[src/hw/rtl/psfa_pkg.sv]
// shared types and constants for the particle sensor frame averager
// no dependencies; imported by every module of the block
`default_nettype none
package psfa_pkg;

  localparam int FRAME_BYTES   = 32;
  localparam int CHECKED_BYTES = 30;
  localparam int VALUE_COUNT   = 6;
  localparam int POS_W         = 6;
  localparam int CSUM_W        = 13;
  localparam int VALUE_W       = 16;
  localparam int SUM_W         = 24;
  localparam int COUNT_W       = 8;
  localparam int DIV_CNT_W     = $clog2(SUM_W);
  localparam int CFG_ADDR_W    = 3;
  localparam int CFG_DATA_W    = 32;

  localparam logic [POS_W-1:0]   POS_MAX   = '1;
  localparam logic [COUNT_W-1:0] COUNT_MAX = '1;

  localparam logic [0:0] REG_SAMPLES_PER_AVERAGE = 1'b0;

  localparam logic [1:0] ST_GOOD     = 2'd0;
  localparam logic [1:0] ST_LENGTH   = 2'd1;
  localparam logic [1:0] ST_HEADER   = 2'd2;
  localparam logic [1:0] ST_CHECKSUM = 2'd3;

  localparam logic [7:0] HEADER_0 = 8'h42;
  localparam logic [7:0] HEADER_1 = 8'h4D;
  localparam logic [7:0] HEADER_2 = 8'h00;
  localparam logic [7:0] HEADER_3 = 8'h1C;

  typedef struct packed {
    logic [7:0] rx_byte;
    logic       chunk_last;
  } psfa_in_t;

  typedef struct packed {
    logic [1:0]         frame_status;
    logic               average_ready;
    logic [VALUE_W-1:0] avg_pm1_std;
    logic [VALUE_W-1:0] avg_pm25_std;
    logic [VALUE_W-1:0] avg_pm10_std;
    logic [VALUE_W-1:0] avg_pm1_atm;
    logic [VALUE_W-1:0] avg_pm25_atm;
    logic [VALUE_W-1:0] avg_pm10_atm;
  } psfa_out_t;

  typedef struct packed {
    logic accept;
    logic div_step;
    logic div_done;
  } psfa_cmd_t;

  typedef struct packed {
    logic last;
    logic avg_due;
  } psfa_sts_t;

  function automatic logic [7:0] header_byte(input logic [1:0] idx);
    logic [7:0] b;
    case (idx)
      2'd0:    b = HEADER_0;
      2'd1:    b = HEADER_1;
      2'd2:    b = HEADER_2;
      default: b = HEADER_3;
    endcase
    return b;
  endfunction

endpackage
`default_nettype wire

[src/hw/rtl/psfa_ctrl.sv]
// controller for the frame averager: handshakes, divide sequencing, result valid
// depends on psfa_pkg; drives commands into psfa_datapath
`default_nettype none
module psfa_ctrl
  import psfa_pkg::*;
(
  input  wire logic      clk,
  input  wire logic      rst_n,
  input  wire logic      in_valid,
  output logic           in_stall,
  output logic           out_valid,
  input  wire logic      out_stall,
  input  wire psfa_sts_t sts,
  output psfa_cmd_t      cmd
);

  typedef enum logic [1:0] {S_IDLE, S_DIV, S_EMIT} state_t;

  state_t               state_r, state_nxt;
  logic [DIV_CNT_W-1:0] cnt_r, cnt_nxt;
  logic                 out_valid_r, out_valid_nxt;
  logic                 in_fire, out_take, load;

  assign in_stall  = (state_r != S_IDLE) || (out_valid_r && out_stall);
  assign in_fire   = in_valid && !in_stall;
  assign out_take  = out_valid_r && !out_stall;
  assign out_valid = out_valid_r;

  always_comb begin
    state_nxt    = state_r;
    cnt_nxt      = cnt_r;
    load         = 1'b0;
    cmd.accept   = in_fire;
    cmd.div_step = 1'b0;
    cmd.div_done = 1'b0;
    unique case (state_r)
      S_IDLE: begin
        if (in_fire && sts.last) begin
          if (sts.avg_due) begin
            state_nxt = S_DIV;
            cnt_nxt   = '0;
          end else begin
            load = 1'b1;
          end
        end
      end
      S_DIV: begin
        cmd.div_step = 1'b1;
        cnt_nxt      = cnt_r + 1'b1;
        if (cnt_r == DIV_CNT_W'(SUM_W - 1)) begin
          state_nxt = S_EMIT;
        end
      end
      S_EMIT: begin
        cmd.div_done = 1'b1;
        load         = 1'b1;
        state_nxt    = S_IDLE;
      end
      default: state_nxt = S_IDLE;
    endcase
    if (load) begin
      out_valid_nxt = 1'b1;
    end else if (out_take) begin
      out_valid_nxt = 1'b0;
    end else begin
      out_valid_nxt = out_valid_r;
    end
  end

  always_ff @(posedge clk) begin
    if (!rst_n) begin
      state_r     <= S_IDLE;
      cnt_r       <= '0;
      out_valid_r <= 1'b0;
    end else begin
      state_r     <= state_nxt;
      cnt_r       <= cnt_nxt;
      out_valid_r <= out_valid_nxt;
    end
  end

endmodule
`default_nettype wire

[src/hw/rtl/psfa_datapath.sv]
// datapath for the frame averager: byte parsing, checksum, sums, shared divider
// depends on psfa_pkg; commanded by psfa_ctrl
`default_nettype none
module psfa_datapath
  import psfa_pkg::*;
(
  input  wire logic               clk,
  input  wire logic               rst_n,
  input  wire psfa_in_t           in_data,
  input  wire logic [COUNT_W-1:0] samples_per_average,
  input  wire psfa_cmd_t          cmd,
  output psfa_sts_t               sts,
  output psfa_out_t               out_data
);

  logic [POS_W-1:0]   pos_r;
  logic               hdr_good_r;
  logic [CSUM_W-1:0]  csum_r;
  logic [7:0]         chk_hi_r;
  logic [VALUE_W-1:0] cap_r [VALUE_COUNT];
  logic [SUM_W-1:0]   sum_r [VALUE_COUNT];
  logic [COUNT_W-1:0] frames_r;
  logic [SUM_W-1:0]   quo_r [VALUE_COUNT];
  logic [7:0]         rem_r [VALUE_COUNT];
  logic [COUNT_W-1:0] divisor_r;
  psfa_out_t          out_r;

  logic [7:0]         b;
  logic               in_frame, hdr_bad_now;
  logic [2:0]         cap_idx;
  logic [POS_W-1:0]   cap_off;
  logic [1:0]         status;
  logic               good;
  logic [COUNT_W-1:0] frames_inc;
  logic [SUM_W-1:0]   sum_acc [VALUE_COUNT];
  logic [8:0]         trial   [VALUE_COUNT];
  logic               ge      [VALUE_COUNT];

  assign b        = in_data.rx_byte;
  assign in_frame = pos_r < POS_W'(FRAME_BYTES);
  assign cap_off  = pos_r - POS_W'(4);
  assign cap_idx  = cap_off[3:1];
  assign hdr_bad_now = (pos_r < POS_W'(4)) && (b != header_byte(pos_r[1:0]));

  always_comb begin
    if (pos_r != POS_W'(FRAME_BYTES - 1)) begin
      status = ST_LENGTH;
    end else if (!hdr_good_r) begin
      status = ST_HEADER;
    end else if ((chk_hi_r != {3'b000, csum_r[CSUM_W-1:8]}) || (b != csum_r[7:0])) begin
      status = ST_CHECKSUM;
    end else begin
      status = ST_GOOD;
    end
  end

  assign good       = (status == ST_GOOD);
  assign frames_inc = (frames_r == COUNT_MAX) ? frames_r : frames_r + 1'b1;

  assign sts.last    = in_data.chunk_last;
  assign sts.avg_due = in_data.chunk_last && good && (frames_inc >= samples_per_average);

  always_comb begin
    for (int j = 0; j < VALUE_COUNT; j++) begin
      sum_acc[j] = sum_r[j] + SUM_W'(cap_r[j]);
      trial[j]   = {rem_r[j], quo_r[j][SUM_W-1]};
      ge[j]      = trial[j] >= {1'b0, divisor_r};
    end
  end

  // chunk parsing and running sums
  always_ff @(posedge clk) begin
    if (!rst_n) begin
      pos_r      <= '0;
      hdr_good_r <= 1'b1;
      csum_r     <= '0;
      chk_hi_r   <= '0;
      frames_r   <= '0;
      for (int j = 0; j < VALUE_COUNT; j++) begin
        sum_r[j] <= '0;
      end
    end else if (cmd.accept) begin
      if (in_data.chunk_last) begin
        pos_r      <= '0;
        hdr_good_r <= 1'b1;
        csum_r     <= '0;
        chk_hi_r   <= '0;
        if (good) begin
          if (sts.avg_due) begin
            frames_r <= '0;
            for (int j = 0; j < VALUE_COUNT; j++) begin
              sum_r[j] <= '0;
            end
          end else begin
            frames_r <= frames_inc;
            for (int j = 0; j < VALUE_COUNT; j++) begin
              sum_r[j] <= sum_acc[j];
            end
          end
        end
      end else begin
        if (pos_r != POS_MAX) begin
          pos_r <= pos_r + 1'b1;
        end
        if (in_frame && hdr_bad_now) begin
          hdr_good_r <= 1'b0;
        end
        if (pos_r < POS_W'(CHECKED_BYTES)) begin
          csum_r <= csum_r + CSUM_W'(b);
        end
        if (pos_r == POS_W'(CHECKED_BYTES)) begin
          chk_hi_r <= b;
        end
      end
    end
  end

  // captured concentrations, big-endian pairs from bytes 4 to 15
  always_ff @(posedge clk) begin
    if (cmd.accept && (pos_r >= POS_W'(4)) && (pos_r < POS_W'(16))) begin
      if (!pos_r[0]) begin
        cap_r[cap_idx][15:8] <= b;
      end else begin
        cap_r[cap_idx][7:0] <= b;
      end
    end
  end

  // restoring divider, one quotient bit per step on all six lanes
  always_ff @(posedge clk) begin
    if (cmd.accept && sts.avg_due) begin
      divisor_r <= frames_inc;
      for (int j = 0; j < VALUE_COUNT; j++) begin
        quo_r[j] <= sum_acc[j];
        rem_r[j] <= '0;
      end
    end else if (cmd.div_step) begin
      for (int j = 0; j < VALUE_COUNT; j++) begin
        quo_r[j] <= {quo_r[j][SUM_W-2:0], ge[j]};
        rem_r[j] <= ge[j] ? 8'(trial[j] - {1'b0, divisor_r}) : trial[j][7:0];
      end
    end
  end

  // result payload
  always_ff @(posedge clk) begin
    if (cmd.div_done) begin
      out_r.frame_status  <= ST_GOOD;
      out_r.average_ready <= 1'b1;
      out_r.avg_pm1_std   <= quo_r[0][VALUE_W-1:0];
      out_r.avg_pm25_std  <= quo_r[1][VALUE_W-1:0];
      out_r.avg_pm10_std  <= quo_r[2][VALUE_W-1:0];
      out_r.avg_pm1_atm   <= quo_r[3][VALUE_W-1:0];
      out_r.avg_pm25_atm  <= quo_r[4][VALUE_W-1:0];
      out_r.avg_pm10_atm  <= quo_r[5][VALUE_W-1:0];
    end else if (cmd.accept && in_data.chunk_last && !sts.avg_due) begin
      out_r <= '{frame_status: status, default: '0};
    end
  end

  assign out_data = out_r;

endmodule
`default_nettype wire

[src/hw/rtl/particle_sensor_frame_averager.sv]
// top level of the particle sensor frame averager: config register and wiring
// depends on psfa_pkg, psfa_ctrl and psfa_datapath
//
// usage
//   in channel: one received byte per request (in_data.rx_byte), with
//   in_data.chunk_last marking the final byte of a chunk. a request is taken
//   when in_valid is high and in_stall is low.
//   out channel: one result per chunk end (status, average_ready and six
//   averages), held in an output register until taken while out_stall is low.
//   config: samples_per_average at byte address 0, written through the apb
//   port while the block is idle; reads return its value.
//   throughput: one byte per cycle while in_stall is low. a chunk end that completes an average
//   runs the shared restoring divider, one quotient bit per cycle on six
//   lanes, and in_stall stays high through the divide and emit states.
//   result: a result is valid the cycle after its last byte is taken, or, when
//   an average is emitted, once the divide states and the emit state are through.
//   stall: while a result waits under out_stall, in_stall is high and no
//   byte is taken until the result leaves the output register.
//   reset: synchronous active-low rst_n clears the chunk parser, the sums,
//   the frame count and the output valid, and sets samples_per_average to 1.
`default_nettype none
module particle_sensor_frame_averager
  import psfa_pkg::*;
(
  input  wire logic                  clk,
  input  wire logic                  rst_n,
  input  wire logic                  in_valid,
  output logic                       in_stall,
  input  wire psfa_in_t              in_data,
  output logic                       out_valid,
  input  wire logic                  out_stall,
  output psfa_out_t                  out_data,
  input  wire logic                  psel,
  input  wire logic                  penable,
  input  wire logic                  pwrite,
  input  wire logic [CFG_ADDR_W-1:0] paddr,
  input  wire logic [CFG_DATA_W-1:0] pwdata,
  output logic [CFG_DATA_W-1:0]      prdata,
  output logic                       pready
);

  logic [COUNT_W-1:0] spa_r;
  logic               cfg_sel;
  psfa_cmd_t          cmd;
  psfa_sts_t          sts;
  logic               stall_raw;

  assign pready  = 1'b1;
  assign cfg_sel = (paddr[CFG_ADDR_W-1] == REG_SAMPLES_PER_AVERAGE);
  assign prdata  = cfg_sel ? CFG_DATA_W'(spa_r) : '0;

  always_ff @(posedge clk) begin
    if (!rst_n) begin
      spa_r <= COUNT_W'(1);
    end else if (psel && penable && pwrite && cfg_sel) begin
      spa_r <= pwdata[COUNT_W-1:0];
    end
  end

  assign in_stall = stall_raw;

  psfa_ctrl u_ctrl (
    .clk       (clk),
    .rst_n     (rst_n),
    .in_valid  (in_valid),
    .in_stall  (stall_raw),
    .out_valid (out_valid),
    .out_stall (out_stall),
    .sts       (sts),
    .cmd       (cmd)
  );

  psfa_datapath u_datapath (
    .clk                 (clk),
    .rst_n               (rst_n),
    .in_data             (in_data),
    .samples_per_average (spa_r),
    .cmd                 (cmd),
    .sts                 (sts),
    .out_data            (out_data)
  );

endmodule
`default_nettype wire

[config.mk]
export PLATFORM = sky130hd
export DESIGN_NAME = particle_sensor_frame_averager
export DESIGN_NICKNAME = d
export VERILOG_FILES = /design/src/hw/rtl/psfa_pkg.sv /design/src/hw/rtl/psfa_ctrl.sv /design/src/hw/rtl/psfa_datapath.sv /design/src/hw/rtl/particle_sensor_frame_averager.sv
export SDC_FILE = /design/constraint.sdc
export NUM_CORES = 1
export LEC_CHECK = 0
export BUFFER_PORTS_ARGS = -buffer_cell sky130_fd_sc_hd__buf_2
export CAP_MARGIN = 0
export CORE_AREA = 2 2 251 253
export CTS_CLUSTER_DIAMETER = 80
export DETAILED_ROUTE_END_ITERATION = 10
export DIE_AREA = 0 0 253 255
export HOLD_SLACK_MARGIN = 0.06
export PLACE_DENSITY = 0.66
export SYNTH_ARGS = -nofsm -noshare
export SYNTH_HDL_FRONTEND = slang
export SYNTH_SLANG_ARGS = --single-unit
[constraint.sdc]
create_clock -name clk -period 13.43 [get_ports clk]
set_input_delay 1.343 -clock clk [delete_from_list [all_inputs] [get_ports clk]]
set_output_delay 1.343 -clock clk [all_outputs]
set_load 0.05 [all_outputs]
==> results.md, run 1 <==
- WS Path Type: primary input to flip-flop
- CTS tree: built
- Initial DRT Pass Iterations: 7
- Clock sinks: 591
- YS warnings: 0
- Worst Hold Depth: 2
- Slew Viols, Final: 0
- Fillers: 5337
- Grt peak-use layer: met2
- Post-synth ARST share: 0
- Initial antenna violation count: 2
- Met1 GRT Util: 0.264
- RSZ-0062 raised after global routing: false
- Worst min path class: flip-flop to flip-flop
- Total grt overflow: 0
- Post-CTS Hold Buffers: 0
- Fmax achieved: 172 MHz
- Worst-Margin Slew: 1.40 ns
- Chip Width: 253 um
- Hold Startpoint: spa_r[1]
- Routed length per instance: 18.5 um
- Ant. Diodes: 0
- Worst Clk Skew: 0.0282 ns
- Setup Total Neg Slack: 0 ns
- Leading register cell type out of synthesis: edfxtp_1
- PortBufs: 133
- Rel. slew slack: 0.0660
- # IOs: 185
- GRT Util Overall: 0.205
- First-pass GRT wire length: 104000 um
- Row Count: 92
- Hold violation count in the final report: 0
- CTS root buffer: clkbuf_16
- Tmin final: 5.80 ns
- Tcrit/Tclk final: 0.432
- Distinct cells, synth: 67
- DRC viols: 0
- Setup violations, final: 0
- CTS buffer count: 66
- Post-synth top area cell: edfxtp_1
- Reg-to-reg setup timing slack: 8.24 ns
- Post-synth EDFFs: 536
- Hpwl dp: 42900 um
- Initial Util: 0.482
- R2R depth: 13
- Met2 usage: 0.352
- Clk buf depth: 3
- Number of register bits inferred by synthesis: 591
- Routed via count: 20100
- Top cell type's share of synthesized area: 0.537
- ANT nets after route: 0
- Die ar.: 64500 um^2
- Leak pwr: 12.4 nW
- Synth top area cells: edfxtp_1, ha_1, dfxtp_1, nor2_1, o21ai_0
- Core Region: 62200 um^2
- Final hold slack: 0.457 ns
- Critical Path RT: 13.64 ns
- Via density per instance: 5.61
- Setup crit start kind: primary input
- Post-CTS sizing: 0
- Area Overhead vs Synth: 11.5%
- Pwr Density: 122 nW/um^2
- Post-CTS setup buffers: 0
- Max VDD drop: 0.0000739 V
- Post-synthesis instance total: 2610
- Fin nets: 2967
- Fin util: 0.537
- Reg-to-reg critical path startpoint: u_datapath.frames_r[3]
- Largest net degree at the start of global routing: 218
- Worst-skew pair later-pin latency: 0.61 ns
- Vias in the first global route: 20000
- Initial drt markers: 1530
- Worst-path clk slew: 0.06 ns
- Share of cells above drive strength 1: 0.122
- Die Y: 255 um
- Synthesized cell area: 29900 um^2
- CP arrival: 6.02 ns
- Syn Area/Cell: 11.5 um^2
- Hold path endpoint: spa_r[1]
- Reg-to-Reg End: u_datapath.out_data[46]
- Outcome: finished clean
- Crit path max fanout: 74
- Post-synthesis sequential area ratio: 0.574
- Crit end category: flip-flop
- CTS H-tree depth: 3
- Final WL: 66500 um
- Met3 GRT Util: 0.0302
- Max-Cap Viols: 0
- GPL Wtd Cong: 0.834
-- cells by family (layout without fill, tap and decap cells) --
kind of cell             after synthesis  in the layout  share of synthesized area
AND/OR/NAND/NOR                      875            875                      0.143
AO/OA/AOI/OAI                        589            589                      0.123
adder cells (fa/ha/maj)              179            179                     0.0780
other                                  2             25                   0.000251
flip-flops                           591            591                      0.574
XOR/XNOR                             162            162                     0.0474
multiplexers                          10             10                    0.00347
buffers and inverters                202            356                     0.0310
-- critical path, stage by stage --
cell	delay, ns
buf_2	0.54
ha_1	0.39
or4_4	0.54
nor4_4	0.32
nand3_1	0.17
or4_4	0.59
or2_2	0.38
nand2_4	0.68
buf_4	0.89
-- synth_stat cells (all sizes together) (7+ instances only) --
library cell	n
o41ai	20
and2	106
mux2i	7
or2	16
o31ai	34
nand2b	29
xor2	83
nor2b	34
clkbuf	79
nand4	27
o21a	31
xnor2	79
dfxtp	55
or3	10
o31a	7
buf	40
and3	23
a21oi	158
nand2	201
a31oi	13
o21bai	10
a22oi	16
fa	13
a21o	59
a41oi	7
inv	83
ha	166
nor2	304
nand3	77
a21boi	14
nor3	24
edfxtp	536
o21ai	177
-- worst max path at each step --
stage | slack, ns | startpoint | endpoint | cells past startpoint
4_1_cts | 7.59 | in_data[3] | u_datapath.rem_r[0][29] | 9
3_3_place_gp | 7.04 | in_data[3] | u_datapath.quo_r[0][77] | 9
3_5_place_dp | 6.98 | in_data[3] | u_datapath.quo_r[0][77] | 9
6_report | 7.63 | in_data[3] | u_datapath.quo_r[0][85] | 9
5_1_grt | 7.39 | in_data[3] | u_datapath.rem_r[0][12] | 9
2_1_floorplan | 5.14 | in_data[4] | u_ctrl.cnt_r[0] | 8
-- metrics by stage --
stage | power, W | instances | setup slack (ns) | area [um^2]
floorplan | 0.00231 | 2633 | 5.14 | 30000
global placement | 0.00238 | 3468 | 7.04 | 31300
detailed placement | 0.00238 | 3468 | 6.98 | 31300
CTS | 0.00413 | 3586 | 7.59 | 33400
global route | 0.00422 | 3586 | 7.39 | 33400
finish | 0.00409 | 3586 | 7.63 | 33400
-- flip-flops by register name, indices dropped and copies added (netlist names) --
name	cells
u_datapath.out_data	99
u_datapath.hdr_good_r	1
u_datapath.sum_r	144
spa_r	8
u_ctrl.state_r	2
u_ctrl.cnt_r	5
u_datapath.pos_r	6
u_datapath.chk_hi_r	8
u_ctrl.out_valid	1
u_datapath.rem_r	48
u_datapath.cap_r	96
u_datapath.frames_r	8
u_datapath.csum_r	13
u_datapath.divisor_r	8
u_datapath.quo_r	144
-- layer usage --
| metal | part of all wire | wire (um) |
|---|---|---|
| met1 | 0.44 | 29100 |
| met5 | 0.00032 | 21 |
| met3 | 0.050 | 3310 |
| met4 | 0.029 | 1930 |
| met2 | 0.48 | 32100 |
-- power breakdown --
part / internal [W] / switching (W) / total, W / leakage (nW)
combinational: 0.0000879 / 0.000201 / 0.000289 / 6.01
clock: 0.000998 / 0.000739 / 0.00174 / 1.01
sequential: 0.00204 / 0.0000180 / 0.00206 / 5.43
-- cell usage in the layout, fill, tap and decap left out, drive strengths merged, types with 6 or more instances in the layout --
cell	Yosys	routed
fa	13	13
o211a	6	6
nor2	304	304
a31oi	13	13
nand4	27	27
a21oi	158	158
nand3	77	77
conb	2	25
dfxtp	55	55
clkinv	0	23
a211oi	6	6
o31a	7	7
xnor2	79	79
nor2b	34	34
nor3	24	24
nand2	201	201
or3	10	10
o21bai	10	10
and2	106	106
nand2b	29	29
inv	83	85
mux2i	7	7
a21boi	14	14
clkbuf	79	88
a21o	59	59
ha	166	166
o31ai	34	34
o21ai	177	177
and3	23	23
or2	16	16
buf	40	155
o41ai	20	20
a41oi	7	7
a22oi	16	16
edfxtp	536	536
o21a	31	31
xor2	83	83
-- area by class of cell --
type / instances / area (um^2) / share of cell area
Multi-Input combinational cell: 1840 / 12000 / 0.358
Sequential cell: 591 / 17200 / 0.515
Timing Repair Buffer: 155 / 843 / 0.0253
Inverter: 83 / 314 / 0.00941
Clock buffer: 88 / 1860 / 0.0557
Tap cell: 799 / 1000 / 0.0299
Clock inverter: 30 / 220 / 0.00659
No activity file was read; power rests on OpenSTA's default activity.
==> run 2: changes to the inputs <==
==> constraint.sdc (replaced) <==
create_clock -name clk -period 5.4 [get_ports clk]
set_input_delay 0.54 -clock clk [delete_from_list [all_inputs] [get_ports clk]]
set_output_delay 0.54 -clock clk [all_outputs]
set_load 0.05 [all_outputs]
==> run 2 against run 1 <==
First-iteration DRC count up 1.9%. Global-route usage up 0.75 points. Clock power up 150%. Highest routed layer is now met4. Worst setup slack worse by 6.7 ns. Power up 150%. Sequential share of layout area down 0.40 points. Critical path depth up 4. Die area unchanged. Combinational power rose to 2.6 times the previous value.
==> results.md, run 2 (synthesis gave the netlist of run 1 again) <==
- Outcome: finished clean
- WS Path Type: flip-flop to flip-flop
- Critical Path RT: 5.75 ns
- Setup crit start kind: flip-flop
- Vias in the first global route: 20500
- Most common cell after layout, fill and taps aside: edfxtp_1
- Worst-skew pair later-pin latency: 0.65 ns
- Initial DRT Pass Iterations: 7
- Initial Util: 0.482
- Initial drt markers: 1559
- Die Y: 255 um
- Hpwl dp: 46100 um
- CTS buffer count: 61
- GPL Wtd Cong: 0.842
- GRT Util Overall: 0.212
- Tcrit/Tclk final: 0.828
- Share of cells above drive strength 1: 0.132
- Routed via count: 20400
- Slew Viols, Final: 0
- Post-CTS Hold Buffers: 0
- Worst-path clk slew: 0.07 ns
- Crit path max fanout: 49
- Setup Total Neg Slack: 0 ns
- Total grt overflow: 0
- Routed length per instance: 19.1 um
- Max VDD drop: 0.000284 V
- ANT nets after route: 0
- Initial antenna violation count: 2
- CTS H-tree depth: 2
- Core Region: 62200 um^2
- Fillers: 5335
- Finished Layout Cells: 3603
- Leak pwr: 12.6 nW
- Placed insts: 3491
- Largest net degree at the start of global routing: 104
- Post-CTS sizing: 0
- Area Overhead vs Synth: 12.4%
- Worst setup margin: 0.928 ns
- Final WL: 68700 um
- Rel. slew slack: 0.165
- CTS tree: built
- Via density per instance: 5.65
- RSZ-0062 raised after global routing: false
- Worst-Margin Slew: 1.25 ns
- Pre-CTS WS: 1.03 ns
- Tmin final: 4.47 ns
- Hold violation count in the final report: 0
- Chip Width: 253 um
- Fin nets: 2985
- Ant. Diodes: 0
- Setup violations, final: 0
- Post-CTS setup buffers: 0
- PortBufs: 133
- Clock sinks: 591
- First-pass GRT wire length: 108000 um
- Most frequent cells in the layout: edfxtp_1, nor2_1, nand2_1, o21ai_0, ha_1
- DRC viols: 0
- Worst Clk Skew: 0.0311 ns
- Max-Cap Viols: 0
- Pwr Density: 303 nW/um^2
- Clk buf depth: 3
- Fmax achieved: 224 MHz
- CTS root buffer: clkbuf_16
- Crit end category: flip-flop
- Worst min path class: primary input to flip-flop
- Die ar.: 64500 um^2
- CP arrival: 4.82 ns
- # IOs: 185
- Row Count: 92
## run 2: changes by cell type in the layout (fill, tap and decap cells not counted), sizes merged
cell	delta
clkinvlp	+7
clkinv	-1
buf	+23
clkbuf	-18
inv	-1
bufinv	+7
## run 2: path summary, 6_finish.rpt
check / startpoint / end / slack (ns) / cells after the start
worst min register to register: u_datapath.out_data[96] / u_datapath.out_data[96] / 0.46 / 2
worst max register to register: u_datapath.frames_r[3] / u_datapath.out_data[77] / 0.93 / 13
worst max-delay path: u_datapath.frames_r[3] / u_datapath.out_data[77] / 0.93 / 13
worst min-delay path: pwdata[7] / spa_r[7] / 0.14 / 3
## run 2: layer usage
layer,track usage,routed length (um),vias up
met5,0,0,-
met1,0.275,29700,9968
met4,0.0695,2000,0
li1,-,-,9732
met3,0.0309,3360,123
met2,0.368,33600,530
## run 2: power by group
group	internal (W)	total, W	leakage, nW	switching (W)
registers	0.00507	0.00512	5.43	0.0000455
clock network	0.00250	0.00434	0.983	0.00185
logic	0.000231	0.000747	6.16	0.000515
## run 2: layout make-up
| type | instances | area [um^2] | area share |
|---|---|---|---|
| Clock inverter | 42 | 479 | 0.0142 |
| Sequential cell | 591 | 17200 | 0.511 |
| Timing Repair Buffer | 178 | 1120 | 0.0332 |
| Multi-Input combinational cell | 1840 | 12000 | 0.356 |
| Tap cell | 799 | 1000 | 0.0297 |
| Clock buffer | 70 | 1580 | 0.0470 |
| Inverter | 83 | 315 | 0.00937 |
## run 2: worst max-delay path: stages (launching register included)
cell     delay [ns]
dfxtp_1        0.49
nand4_1        0.20
nor2_1         0.18
nand2_1        0.21
mux2_2         0.37
ha_1           0.29
a21o_1         0.10
a21oi_1        0.06
o21ai_0        0.31
a21oi_1        0.21
o41ai_1        0.80
buf_4          0.25
nand2_4        0.30
buf_12         0.34
## run 2: stage by stage
step                      power, W  hold slack (ns)  instance area, um^2   util
final                       0.0102            0.135                33700  0.541
after global routing        0.0105            0.128                33700  0.541
after CTS                   0.0103            0.106                33700  0.541
after detailed placement   0.00595            0.447                31600  0.508
after global placement     0.00594            0.442                31600  0.508
after floorplan            0.00575            0.436                30000      -
